==> src/sv/drr_pkg.sv <==
// ----------------------------------------------------------------------------
// drr_pkg
// Shared types and constants for the DMX512 / RDM frame receiver.
// ----------------------------------------------------------------------------
`default_nettype none

package drr_pkg;

  // Longest DMX frame in positions, start code included
  localparam int FRAME_SLOTS = 512;

  // Position counter must hold FRAME_SLOTS and any RDM position (below 256)
  localparam int POS_RAW_W = $clog2(FRAME_SLOTS + 1);
  localparam int POS_W     = (POS_RAW_W > 8) ? POS_RAW_W : 8;
  // Window end (start + count) reaches 766, so compare in at least 10 bits
  localparam int CMP_W     = (POS_W > 10) ? POS_W : 10;

  localparam int WSTART_W   = 9;
  localparam int WCOUNT_W   = 8;
  localparam int CFG_IDX_W  = 1;
  localparam int CFG_DATA_W = 9;
  localparam int IDX_W      = 9;
  localparam int BYTE_W     = 8;

  localparam logic [CFG_IDX_W-1:0] CFG_WINDOW_START = 1'b0;
  localparam logic [CFG_IDX_W-1:0] CFG_WINDOW_COUNT = 1'b1;

  localparam logic [BYTE_W-1:0] START_CODE_DMX = 8'h00;
  localparam logic [BYTE_W-1:0] START_CODE_RDM = 8'hCC;

  localparam logic ACT_BYTE = 1'b0;
  localparam logic ACT_ARM  = 1'b1;

  localparam logic PKT_DMX = 1'b0;
  localparam logic PKT_RDM = 1'b1;

  typedef enum logic [1:0] {
    MODE_IDLE,
    MODE_ARMED,
    MODE_DMX,
    MODE_RDM
  } rx_mode_t;

  // Input stage contents handed to the engine
  typedef struct packed {
    logic              valid;
    logic              action;
    logic [BYTE_W-1:0] rx_byte;
  } in_stage_t;

  typedef struct packed {
    logic              packet_type;
    logic [IDX_W-1:0]  slot_index;
    logic [BYTE_W-1:0] slot_value;
    logic              slot_valid;
    logic              packet_end;
    logic              frame_error;
  } out_item_t;

  // Engine result for one transaction: valid is low when nothing is reported
  typedef struct packed {
    logic      valid;
    out_item_t item;
  } result_t;

endpackage

`default_nettype wire

==> src/sv/drr_in_if.sv <==
// ----------------------------------------------------------------------------
// drr_in_if
// Received-byte channel: valid/ready handshake with action and byte payload.
// ----------------------------------------------------------------------------
`default_nettype none

interface drr_in_if;
  logic       valid;
  logic       ready;
  logic       action;
  logic [7:0] rx_byte;

  modport source (output valid, output action, output rx_byte, input ready);
  modport sink   (input valid, input action, input rx_byte, output ready);
endinterface

`default_nettype wire

==> src/sv/drr_out_if.sv <==
// ----------------------------------------------------------------------------
// drr_out_if
// Result channel: valid/ready handshake with one result (slot, end or error) per transaction.
// ----------------------------------------------------------------------------
`default_nettype none

interface drr_out_if;
  logic       valid;
  logic       ready;
  logic       packet_type;
  logic [8:0] slot_index;
  logic [7:0] slot_value;
  logic       slot_valid;
  logic       packet_end;
  logic       frame_error;

  modport source (output valid, output packet_type, output slot_index,
                  output slot_value, output slot_valid, output packet_end,
                  output frame_error, input ready);
  modport sink   (input valid, input packet_type, input slot_index,
                  input slot_value, input slot_valid, input packet_end,
                  input frame_error, output ready);
endinterface

`default_nettype wire

==> src/sv/drr_in_stage.sv <==
// ----------------------------------------------------------------------------
// drr_in_stage
// Input register: captures one received transaction and holds it for the engine.
// ----------------------------------------------------------------------------
`default_nettype none

module drr_in_stage
  import drr_pkg::*;
(
  input  wire logic  clk,
  input  wire logic  rst_n,
  drr_in_if.sink     in_chan,
  input  wire logic  advance,
  output in_stage_t  stage
);

  logic              valid_r, valid_nxt;
  logic              action_r;
  logic [BYTE_W-1:0] byte_r;
  logic              take;

  // Stage frees up whenever the engine consumes its content this cycle
  assign in_chan.ready = !valid_r || advance;
  assign take          = in_chan.valid && in_chan.ready;

  always_comb begin
    valid_nxt = valid_r;
    if (take) begin
      valid_nxt = 1'b1;
    end else if (advance) begin
      valid_nxt = 1'b0;
    end
  end

  always_ff @(posedge clk) begin
    if (!rst_n) begin
      valid_r <= 1'b0;
    end else begin
      valid_r <= valid_nxt;
    end
  end

  always_ff @(posedge clk) begin
    if (take) begin
      action_r <= in_chan.action;
      byte_r   <= in_chan.rx_byte;
    end
  end

  assign stage.valid   = valid_r;
  assign stage.action  = action_r;
  assign stage.rx_byte = byte_r;

endmodule

`default_nettype wire

==> src/sv/drr_engine.sv <==
// ----------------------------------------------------------------------------
// drr_engine
// Receive state machine: tracks packet mode, position and RDM length, and
// decides the result for each transaction leaving the input register.
// ----------------------------------------------------------------------------
`default_nettype none

module drr_engine
  import drr_pkg::*;
(
  input  wire logic                clk,
  input  wire logic                rst_n,
  input  in_stage_t                stage,
  input  wire logic                advance,
  input  wire logic [WSTART_W-1:0] window_start,
  input  wire logic [WCOUNT_W-1:0] window_count,
  output result_t                  result
);

  rx_mode_t          mode_r, mode_nxt;
  logic [POS_W-1:0]  pos_r, pos_nxt;
  logic [BYTE_W-1:0] len_r, len_nxt;

  logic [POS_W-1:0]  pos_inc;
  logic [CMP_W-1:0]  limit;
  logic              in_win;
  logic              done;
  logic              fire;

  assign fire    = stage.valid && advance;
  assign pos_inc = pos_r + POS_W'(1);
  assign limit   = CMP_W'(window_start) + CMP_W'(window_count);
  assign in_win  = (CMP_W'(pos_r) >= CMP_W'(window_start)) && (CMP_W'(pos_r) < limit);
  assign done    = CMP_W'(pos_inc) >= limit;

  always_ff @(posedge clk) begin
    if (!rst_n) begin
      mode_r <= MODE_IDLE;
      pos_r  <= '0;
      len_r  <= '0;
    end else begin
      mode_r <= mode_nxt;
      pos_r  <= pos_nxt;
      len_r  <= len_nxt;
    end
  end

  always_comb begin
    mode_nxt = mode_r;
    pos_nxt  = pos_r;
    len_nxt  = len_r;
    result   = '0;
    if (fire) begin
      if (stage.action == ACT_ARM) begin
        // Arm only outside a packet
        if (mode_r == MODE_IDLE || mode_r == MODE_ARMED) begin
          mode_nxt = MODE_ARMED;
          pos_nxt  = '0;
        end
      end else begin
        unique case (mode_r)
          MODE_IDLE: begin
            // drop the byte
          end
          MODE_ARMED: begin
            priority if (stage.rx_byte == START_CODE_RDM) begin
              mode_nxt                = MODE_RDM;
              len_nxt                 = '0;
              pos_nxt                 = POS_W'(1);
              result.valid            = 1'b1;
              result.item.packet_type = PKT_RDM;
              result.item.slot_value  = stage.rx_byte;
              result.item.slot_valid  = 1'b1;
            end else if (stage.rx_byte == START_CODE_DMX) begin
              mode_nxt                = MODE_DMX;
              pos_nxt                 = POS_W'(1);
              result.valid            = 1'b1;
              result.item.packet_type = PKT_DMX;
              result.item.slot_value  = stage.rx_byte;
              result.item.slot_valid  = 1'b1;
            end else begin
              // unknown start code: stay armed
            end
          end
          MODE_DMX: begin
            if (pos_r >= POS_W'(FRAME_SLOTS)) begin
              mode_nxt                = MODE_IDLE;
              pos_nxt                 = '0;
              result.valid            = 1'b1;
              result.item.frame_error = 1'b1;
            end else begin
              pos_nxt = pos_inc;
              if (done) begin
                mode_nxt = MODE_IDLE;
                pos_nxt  = '0;
              end
              result.valid            = in_win || done;
              result.item.packet_type = PKT_DMX;
              result.item.slot_index  = IDX_W'(pos_r);
              result.item.slot_value  = in_win ? stage.rx_byte : '0;
              result.item.slot_valid  = in_win;
              result.item.packet_end  = done;
            end
          end
          MODE_RDM: begin
            priority if (pos_r == POS_W'(1)) begin
              len_nxt                 = stage.rx_byte;
              pos_nxt                 = POS_W'(2);
              result.valid            = 1'b1;
              result.item.packet_type = PKT_RDM;
              result.item.slot_index  = IDX_W'(1);
              result.item.slot_value  = stage.rx_byte;
              result.item.slot_valid  = 1'b1;
            end else if (pos_r < POS_W'(len_r)) begin
              pos_nxt                 = pos_inc;
              result.valid            = 1'b1;
              result.item.packet_type = PKT_RDM;
              result.item.slot_index  = IDX_W'(pos_r);
              result.item.slot_value  = stage.rx_byte;
              result.item.slot_valid  = 1'b1;
            end else begin
              // closing byte is not kept; report the length instead
              mode_nxt                = MODE_IDLE;
              pos_nxt                 = '0;
              result.valid            = 1'b1;
              result.item.packet_type = PKT_RDM;
              result.item.slot_index  = IDX_W'(len_r);
              result.item.packet_end  = 1'b1;
            end
          end
          default: begin
          end
        endcase
      end
    end
  end

endmodule

`default_nettype wire

==> src/sv/drr_out_stage.sv <==
// ----------------------------------------------------------------------------
// drr_out_stage
// Result register: holds one result until the sink takes it.
// ----------------------------------------------------------------------------
`default_nettype none

module drr_out_stage
  import drr_pkg::*;
(
  input  wire logic  clk,
  input  wire logic  rst_n,
  input  result_t    result,
  output logic       advance,
  drr_out_if.source  out_chan
);

  logic      valid_r, valid_nxt;
  out_item_t item_r;

  // Register may load when empty or when its content leaves this cycle
  assign advance = !valid_r || out_chan.ready;

  always_comb begin
    valid_nxt = valid_r;
    if (advance) begin
      valid_nxt = result.valid;
    end
  end

  always_ff @(posedge clk) begin
    if (!rst_n) begin
      valid_r <= 1'b0;
    end else begin
      valid_r <= valid_nxt;
    end
  end

  always_ff @(posedge clk) begin
    if (advance && result.valid) begin
      item_r <= result.item;
    end
  end

  assign out_chan.valid       = valid_r;
  assign out_chan.packet_type = item_r.packet_type;
  assign out_chan.slot_index  = item_r.slot_index;
  assign out_chan.slot_value  = item_r.slot_value;
  assign out_chan.slot_valid  = item_r.slot_valid;
  assign out_chan.packet_end  = item_r.packet_end;
  assign out_chan.frame_error = item_r.frame_error;

endmodule

`default_nettype wire

==> src/sv/dmx_rdm_frame_receiver_unit.sv <==
// ----------------------------------------------------------------------------
// dmx_rdm_frame_receiver_unit
// DMX512 / RDM receiver: turns a stream of received bytes into slot results.
// ----------------------------------------------------------------------------
// Usage:
//   in_chan carries one transaction per received byte (action 0) or per break
//   (action 1, arm). out_chan returns at most one result per input
//   transaction: the DMX start code and window slots, RDM bytes, a packet end
//   marker, or a frame error on DMX overrun.
//   cfg_we/cfg_index/cfg_data write window_start (index 0) and window_count
//   (index 1); write them only while no packet is being received.
//   Path: the input register captures an accepted transaction; the result
//   register captures its result when it is empty or its content is taken.
//   Throughput: one transaction per cycle while out_chan takes results; the
//   decode is a single pass from the input register into the result register.
//   Stall: while out_chan holds a result that is not taken, the input
//   register accepts one more transaction if empty, then in_chan.ready drops.
//   Reset: rst_n (synchronous, active low) returns the receiver to idle,
//   empties both registers and sets both window registers to 1.
// ----------------------------------------------------------------------------
`default_nettype none

module dmx_rdm_frame_receiver_unit
  import drr_pkg::*;
(
  input  wire logic                  clk,
  input  wire logic                  rst_n,
  drr_in_if.sink                     in_chan,
  drr_out_if.source                  out_chan,
  input  wire logic                  cfg_we,
  input  wire logic [CFG_IDX_W-1:0]  cfg_index,
  input  wire logic [CFG_DATA_W-1:0] cfg_data
);

  logic [WSTART_W-1:0] wstart_r;
  logic [WCOUNT_W-1:0] wcount_r;
  in_stage_t           stage;
  result_t             result;
  logic                advance;

  always_ff @(posedge clk) begin
    if (!rst_n) begin
      wstart_r <= WSTART_W'(1);
      wcount_r <= WCOUNT_W'(1);
    end else if (cfg_we) begin
      unique case (cfg_index)
        CFG_WINDOW_START: wstart_r <= cfg_data[WSTART_W-1:0];
        CFG_WINDOW_COUNT: wcount_r <= cfg_data[WCOUNT_W-1:0];
        default: begin
        end
      endcase
    end
  end

  drr_in_stage u_in_stage (
    .clk     (clk),
    .rst_n   (rst_n),
    .in_chan (in_chan),
    .advance (advance),
    .stage   (stage)
  );

  drr_engine u_engine (
    .clk          (clk),
    .rst_n        (rst_n),
    .stage        (stage),
    .advance      (advance),
    .window_start (wstart_r),
    .window_count (wcount_r),
    .result       (result)
  );

  drr_out_stage u_out_stage (
    .clk      (clk),
    .rst_n    (rst_n),
    .result   (result),
    .advance  (advance),
    .out_chan (out_chan)
  );

endmodule

`default_nettype wire

==> src/flat_wrapper.sv <==
// flat-port wrapper written by rule: the top's interface ports become plain ports
module dmx_rdm_frame_receiver_unit_flat import drr_pkg::*;
  (clk, rst_n, cfg_we, cfg_index, cfg_data, in_chan_valid, in_chan_action, in_chan_rx_byte, in_chan_ready, out_chan_valid, out_chan_packet_type, out_chan_slot_index, out_chan_slot_value, out_chan_slot_valid, out_chan_packet_end, out_chan_frame_error, out_chan_ready);
  drr_in_if in_chan_i ();
  drr_out_if out_chan_i ();
  input  wire logic clk;
  input  wire logic rst_n;
  input  wire logic cfg_we;
  input  wire logic [CFG_IDX_W-1:0] cfg_index;
  input  wire logic [CFG_DATA_W-1:0] cfg_data;
  input wire logic [$bits(in_chan_i.valid)-1:0] in_chan_valid;
  input wire logic [$bits(in_chan_i.action)-1:0] in_chan_action;
  input wire logic [$bits(in_chan_i.rx_byte)-1:0] in_chan_rx_byte;
  output wire logic [$bits(in_chan_i.ready)-1:0] in_chan_ready;
  output wire logic [$bits(out_chan_i.valid)-1:0] out_chan_valid;
  output wire logic [$bits(out_chan_i.packet_type)-1:0] out_chan_packet_type;
  output wire logic [$bits(out_chan_i.slot_index)-1:0] out_chan_slot_index;
  output wire logic [$bits(out_chan_i.slot_value)-1:0] out_chan_slot_value;
  output wire logic [$bits(out_chan_i.slot_valid)-1:0] out_chan_slot_valid;
  output wire logic [$bits(out_chan_i.packet_end)-1:0] out_chan_packet_end;
  output wire logic [$bits(out_chan_i.frame_error)-1:0] out_chan_frame_error;
  input wire logic [$bits(out_chan_i.ready)-1:0] out_chan_ready;
  assign in_chan_i.valid = in_chan_valid;
  assign in_chan_i.action = in_chan_action;
  assign in_chan_i.rx_byte = in_chan_rx_byte;
  assign in_chan_ready = in_chan_i.ready;
  assign out_chan_valid = out_chan_i.valid;
  assign out_chan_packet_type = out_chan_i.packet_type;
  assign out_chan_slot_index = out_chan_i.slot_index;
  assign out_chan_slot_value = out_chan_i.slot_value;
  assign out_chan_slot_valid = out_chan_i.slot_valid;
  assign out_chan_packet_end = out_chan_i.packet_end;
  assign out_chan_frame_error = out_chan_i.frame_error;
  assign out_chan_i.ready = out_chan_ready;
  dmx_rdm_frame_receiver_unit u_core (.clk(clk), .rst_n(rst_n), .in_chan(in_chan_i), .out_chan(out_chan_i), .cfg_we(cfg_we), .cfg_index(cfg_index), .cfg_data(cfg_data));
endmodule
==> config.mk <==
export PLATFORM = sky130hd
export DESIGN_NAME = dmx_rdm_frame_receiver_unit_flat
export DESIGN_NICKNAME = d
export VERILOG_FILES = /design/src/sv/drr_pkg.sv /design/src/sv/drr_in_if.sv /design/src/sv/drr_out_if.sv /design/src/sv/drr_in_stage.sv /design/src/sv/drr_engine.sv /design/src/sv/drr_out_stage.sv /design/src/sv/dmx_rdm_frame_receiver_unit.sv /design/src/flat_wrapper.sv
export SDC_FILE = /design/constraint.sdc
export NUM_CORES = 1
export LEC_CHECK = 0
export ABC_AREA = 0
export BUFFER_PORTS_ARGS = -buffer_cell sky130_fd_sc_hd__buf_2
export CAP_MARGIN = 20
export CORE_MARGIN = 5
export CORE_UTILIZATION = 50
export DETAILED_ROUTE_END_ITERATION = 7
export GPL_ROUTABILITY_DRIVEN = 0
export PLACE_DENSITY = 0.75
export SLEW_MARGIN = 30
export SYNTH_ARGS = -nofsm -noshare
export SYNTH_HDL_FRONTEND = slang
export SYNTH_SLANG_ARGS = --single-unit
export TNS_END_PERCENT = 50
==> constraint.sdc <==
create_clock -name clk -period 6.1 [get_ports clk]
set_input_delay 1.525 -clock clk [delete_from_list [all_inputs] [get_ports clk]]
set_output_delay 1.525 -clock clk [all_outputs]
set_load 0.005 [all_outputs]
=== Word level (Yosys, flattened, before mapping) ===
Index checks and enable logic that the tools add are counted.

* Logic and storage cells: 103
* Bits of input ports: 24
* Bits in registers: 69
* Output and inout bits: 23

* $add $sub $neg: 2
* Magnitude comparators: 5
* Reductions and logical operators: 22
* Bitwise operators: 4
* Eq/ne operators: 12
* Mux-type cells: 43

{| class="wikitable"
|+ Operator list
! cell !! count
|-
| 10-bit two-way mux || 8
|-
| 22-bit two-way mux || 2
|-
| 9-bit two-way mux || 4
|-
| 10-bit case mux with 3 select lines || 1
|-
| 9-bit case mux with 3 select lines || 1
|-
| 8-bit two-way mux || 3
|-
| 2-bit two-way mux || 10
|-
| 19-bit two-way mux || 1
|-
| 18-bit two-way mux || 1
|-
| 9-bit case mux with 2 select lines || 1
|-
| 8-bit case mux with 2 select lines || 1
|-
| 2-bit case mux with 3 select lines || 2
|-
| 10-bit by 1-bit adder with 10-bit output (second input constant) || 1
|-
| 9-bit by 8-bit adder with 10-bit output || 1
|-
| 10-bit by 1-bit equality test with 1-bit output (second input constant) || 1
|-
| 10-bit >= comparator || 1
|-
| 10-bit >= comparator (second input constant) || 1
|-
| 10-bit by 9-bit >= comparator with 1-bit output || 1
|-
| 10-bit less-than comparator || 1
|-
| 10-bit by 8-bit less-than comparator with 1-bit output || 1
|-
| 8-bit equality test (second input constant) || 1
|-
| 8-bit zero test || 1
|-
| 1-bit two-way mux || 7
|-
| 7-bit AND reduction || 1
|-
| 20 further kinds || 35
|}

=== Depth between registers and ports, before layout ===
* Depth after elaboration: 9
* Mapped depth: 18
* Depth with buffers taken out: 17

=== Cells and area by module ===
Synthesis repeated with hierarchy kept, for this count alone.

* Cell total of the unflattened synthesis: 456
* Area total of the unflattened synthesis: 4319.1 µm²

{| class="wikitable"
|+ By module, submodules not included
! module !! seq. area each (µm²) !! instances !! area each (µm²) !! cells each
|-
| drr_engine || 400.4 || 1 || 2625.0 || 346
|-
| drr_out_stage || 650.6 || 1 || 688.2 || 26
|-
| dmx_rdm_frame_receiver_unit || 340.3 || 1 || 663.1 || 68
|-
| drr_in_stage || 290.3 || 1 || 342.8 || 16
|}

=== Worst setup path before layout ===
OpenSTA, ideal clock, no wires.

* Path type: reg-to-reg
* Start point: reg u_core.wstart_r[1]
* End point: reg u_core.u_out_stage.item_r, in the netlist u_core.u_out_stage.out_chan.frame_error (enable)
* Clock period less this slack: 4.841 ns
* Setup slack: 1.259 ns
* Path buffers: 0
* Stages on the path, launching flop included: 17
* Data arrival time: 4.427 ns
* Required time: 5.686 ns
* Cell sequence: dfxtp_1 -> ha_1 -> a21o_1 -> a21oi_1 -> o21bai_1 -> a21oi_1 -> o21bai_1 -> a21oi_1 -> xor2_1 -> ha_1 -> o211a_1 -> and3_1 -> a221o_1 -> a2111oi_2 -> a21oi_1 -> or3_4 -> a31oi_1

* Longest elaborated chain between the ends: 9

{| class="wikitable"
|+ RTL lines
! what !! line !! RTL
|-
| start, declared || dmx_rdm_frame_receiver_unit.sv:35 || <nowiki>logic [WSTART_W-1:0] wstart_r;</nowiki>
|-
| start signal, assigned || dmx_rdm_frame_receiver_unit.sv:47 || <nowiki>CFG_WINDOW_START: wstart_r <= cfg_data[WSTART_W-1:0];</nowiki>
|-
| 9-bit by 8-bit adder with 10-bit output || drr_engine.sv:32 || <nowiki>assign limit = CMP_W'(window_start) + CMP_W'(window_count);</nowiki>
|-
| 10-bit less-than comparator || drr_engine.sv:33 || <nowiki>assign in_win = (CMP_W'(pos_r) >= CMP_W'(window_start)) && (CMP_W'(pos_r) < limit);</nowiki>
|-
| 1-bit logical AND || drr_engine.sv:33 ||
|-
| 1-bit logical OR (*) || drr_engine.sv:97 || <nowiki>result.valid = in_win || done;</nowiki>
|-
| 1-bit two-way mux (*) || drr_engine.sv:86 || <nowiki>if (pos_r >= POS_W'(FRAME_SLOTS)) begin</nowiki>
|-
| 2-bit case mux with 3 select lines (*) || drr_engine.sv:61 || <nowiki>unique case (mode_r)</nowiki>
|-
| 22-bit two-way mux (*) || drr_engine.sv:54 || <nowiki>if (stage.action == ACT_ARM) begin</nowiki>
|-
| 22-bit two-way mux (*) || drr_engine.sv:53 || <nowiki>if (fire) begin</nowiki>
|-
| 1-bit logical AND (*) || drr_out_stage.sv:39 || <nowiki>if (advance && result.valid) begin</nowiki>
|-
| end signal, assigned || drr_out_stage.sv:40 || <nowiki>item_r <= result.item;</nowiki>
|-
| end, declared || drr_out_stage.sv:18 || <nowiki>out_item_t item_r;</nowiki>
|}

Mark *: on every way between the ends. The rest lies on a longest branch, timed or not.
A chain may end at the register's enable or synchronous reset.

=== Worst setup path in the final report ===
* Start point: reg u_core.wstart_r[1]
* End point: reg u_core.u_out_stage.item_r, in the netlist u_core.u_out_stage.out_chan.slot_index[7] (enable)

Same word-level chain as after synthesis.

==> impl_results.md <==
* Data arrival time of the critical path at 4.52 ns
* Post-CTS resize count at 0
* Die height at 102 µm
* Fin cells at 610
* Full die area at 10500 µm²
* Total DRC errors in the routed layout at 0
* Count of nets left with antenna violations after detail routing at 0
* Total placed instance area at 4570 µm²
* # rows at 33
* Relative slew slack at 51.6%
* GRT Total Usage at 20.1%
* Vias in the first global route at 3407
* Fillcell total at 748
* Static Leakage at 2.08 nW
* Critical path data required time at 6.12 ns
* Sequential element share of the synthesized area at 39.5%
* I/O pin count at 47
* Measured slew at the worst slew-check pin at 0.707 ns
* Via density per instance at 5.87
* Reported max-cap violation count at 0
* Number of CTS-inserted buffers at 9
* Launch point of the worst hold path: u_core.wcount_r[2]
* Final core utilization at 58.1%
* Unrepaired setup endpoints after global routing: no
* Number of levels in the clock H-tree at 3
* X dimension of the die at 102 µm
* Routed wire length at 10.1 mm
* Top cell type's share of synthesized area at 21.1%
* Post-detail-place hpwl at 7.60 mm
* Layout Nets at 568
* Grt ovf at 0
* Post-placement worst setup slack at 1.73 ns
* Launching element of the worst setup path: u_core.wstart_r[1]
* Startpoint Class: flop
* Count of input and output buffers at 46
* Largest cells by area after synthesis: edfxtp_1 (21%), dfxtp_1 (18%), ha_1 (13%)
* Flop and latch count out of synthesis at 69
* Largest buffer count on any clock path at 2
* Placed cell count at 594
* Setup-violating endpoint count in the final report at 0
* Worst min path class: flop to flop
* Tmin final at 4.50 ns
* Number of buffers added to fix hold violations after cts at 0
* Run status: finished, final reports clean
* Post-route fraction of the period consumed by the critical path at 73.7%
* IR drop worst, VDD at 0.000157 V
* Crit Path Max Fanout at 22
* Number of enable flip-flop cells after synthesis at 30
* Clock root cell: clkbuf_8
* Clock latency on the worst-skew pair at 0.35 ns
* Share of flip-flops with an asynchronous set or reset after synthesis at 0%
* Layout overhead on the synthesized area at 12.6%
* Post-Syn Area at 4260 µm²
* Highest attainable clock frequency at 222 MHz
* Final Slew Violations at 0
* First-iteration detailed-routing DRC count at 237
* Hold violation count in the final report at 0
* Global-route wire length before repair at 16.4 mm
* Starting density of the core at 51.6%
* Antenna violations before repair at 0
* Final Worst Setup Slack at 1.60 ns
* Average footprint of a synthesized cell at 9.28 µm²
* TritonCTS clock tree: done
* Synthesized netlist net count at 527
* CTS clk-pin slew, worst paths at 0.08 ns
* Diode insertion count for antenna repair at 0
* Number of iterations in the first detailed-routing pass at 5
* Category of the critical setup timing path: flop to flop
* Count of unique library cells instantiated by Yosys at 59
* Warnings, synthesis at 0
* Final clock skew at 0.00723 ns
* Crit end category: flop
* Area of the placeable core at 8260 µm²
* Maximum number of pins on one net before global-route repair at 35
* FF-to-FF setup slack at 1.60 ns
* Sinks on the clock net at 69
* Combined area of the multi-input logic cells at 2390 µm²
* Post-synthesis cell type with the largest combined area: edfxtp_1
* Setup Fix Bufs, Post-CTS at 0
* Average wire per cell in the routed design at 16.6 µm
* Synth Flop Type: dfxtp_1
* Final non-filler cell area at 4800 µm²
* Hold_ws at 0.481 ns
* Register Area at 1680 µm²
* Launch instance of the worst register-to-register path: u_core.wstart_r[1]
* TNS Setup at 0 ns
* Most frequent cells after synthesis: nand2_1 (50), ha_1 (43), dfxtp_1 (39)
* Most used standard cell by instance count after synthesis: nand2_1
* Fraction of final layout cells sized beyond drive strength 1 at 15.6%
* Total via count in the routed design at 3578
* P per Cell Area at 211 nW/µm²
* Design Power at 1.01 mW
* Gate Count Post-Synth at 459
[registers in the layout (all words and copies together) (netlist names)]
register / flops
u_core.u_in_stage.byte_r: 8
u_core.u_out_stage.out_chan.frame_error: 1
u_core.u_in_stage.action_r: 1
u_core.u_out_stage.out_chan.slot_index: 9
u_core.u_engine.mode_r: 2
u_core.u_out_stage.out_chan.slot_value: 8
u_core.u_engine.pos_r: 10
u_core.u_out_stage.out_chan.valid: 1
u_core.wcount_r: 8
u_core.wstart_r: 9
u_core.u_out_stage.out_chan.packet_type: 1
u_core.u_in_stage.valid_r: 1
u_core.u_out_stage.out_chan.slot_valid: 1
u_core.u_engine.len_r: 8
u_core.u_out_stage.out_chan.packet_end: 1
[critical path: stages (launching register included)]
cell and delay [ns]:
dfxtp_1 0.33, ha_1 0.29, a21o_1 0.15, a21oi_1 0.23, o21bai_1 0.09, a21oi_1 0.22
o21bai_1 0.10, a21oi_1 0.22, xor2_1 0.25, ha_1 0.30, o211a_1 0.14, and3_1 0.18
a221o_1 0.35, a2111oi_2 0.31, a21oi_1 0.12, or3_4 0.41, a31oi_2 0.15, buf_4 0.33
[per-layer routing]
layer / part of all wire [%] / GRT usage, %
met5: 0 / 0
met4: 2.5 / 8.68
met3: 6.1 / 2.87
met2: 47 / 32.3
met1: 45 / 27.0
[final cells by class]
type	instances	area share, %
repair buffers	47	4.95
clock inverters	7	2.03
inverters	35	2.74
clock buffers	9	2.58
multi-input cells	338	49.9
well taps	105	2.74
flip-flops and latches	69	35.0
[cells in the final DEF, fill, tap and decap left out, drive strengths merged, types with 3 or more instances in the layout]
cell type  netlist  routed
a22oi           15      15
clkinv           0       3
a22o             3       3
a211oi           7       7
ha              43      43
nand2           50      50
and3             7       7
a221oi           5       5
or2              3       3
buf              2      47
nor4             5       5
nor2b           20      20
and2             4       4
or3              3       3
a21boi          15      15
a21o            12      12
inv             35      36
xnor2            7       7
o21a             4       4
xor2             3       3
a21oi           16      16
o21ai           14      14
edfxtp          30      30
nor3             4       4
o211ai           5       5
nand3           24      24
dfxtp           39      39
nand2b          13      13
clkbuf          15       9
nand4            3       3
a31oi            6       6
nor2            20      20
[power by group]
part | leakage [nW] | switching [mW] | internal [mW] | total, mW
Combinational | 1.32 | 0.0543 | 0.0411 | 0.0953
Clock | 0.107 | 0.184 | 0.232 | 0.415
Sequential | 0.649 | 0.0117 | 0.490 | 0.502
[final timing paths]
path                                                                   to  cells past startpoint
worst min-delay path                                   u_core.wcount_r[2]                      2
worst max register to register  u_core.u_out_stage.out_chan.slot_index[7]                     17
worst max-delay path            u_core.u_out_stage.out_chan.slot_index[7]                     17
worst min register to register                         u_core.wcount_r[2]                      2
[logic make-up after synthesis]
kind of cell / synth area share (%)
AND/OR/NAND/NOR: 20.3
AO/OA/AOI/OAI: 20.2
flip-flops: 39.5
buffers and inverters: 4.61
adder cells (fa/ha/maj): 13.3
XOR/XNOR: 2.06
Power figures use the tool's default switching activity.
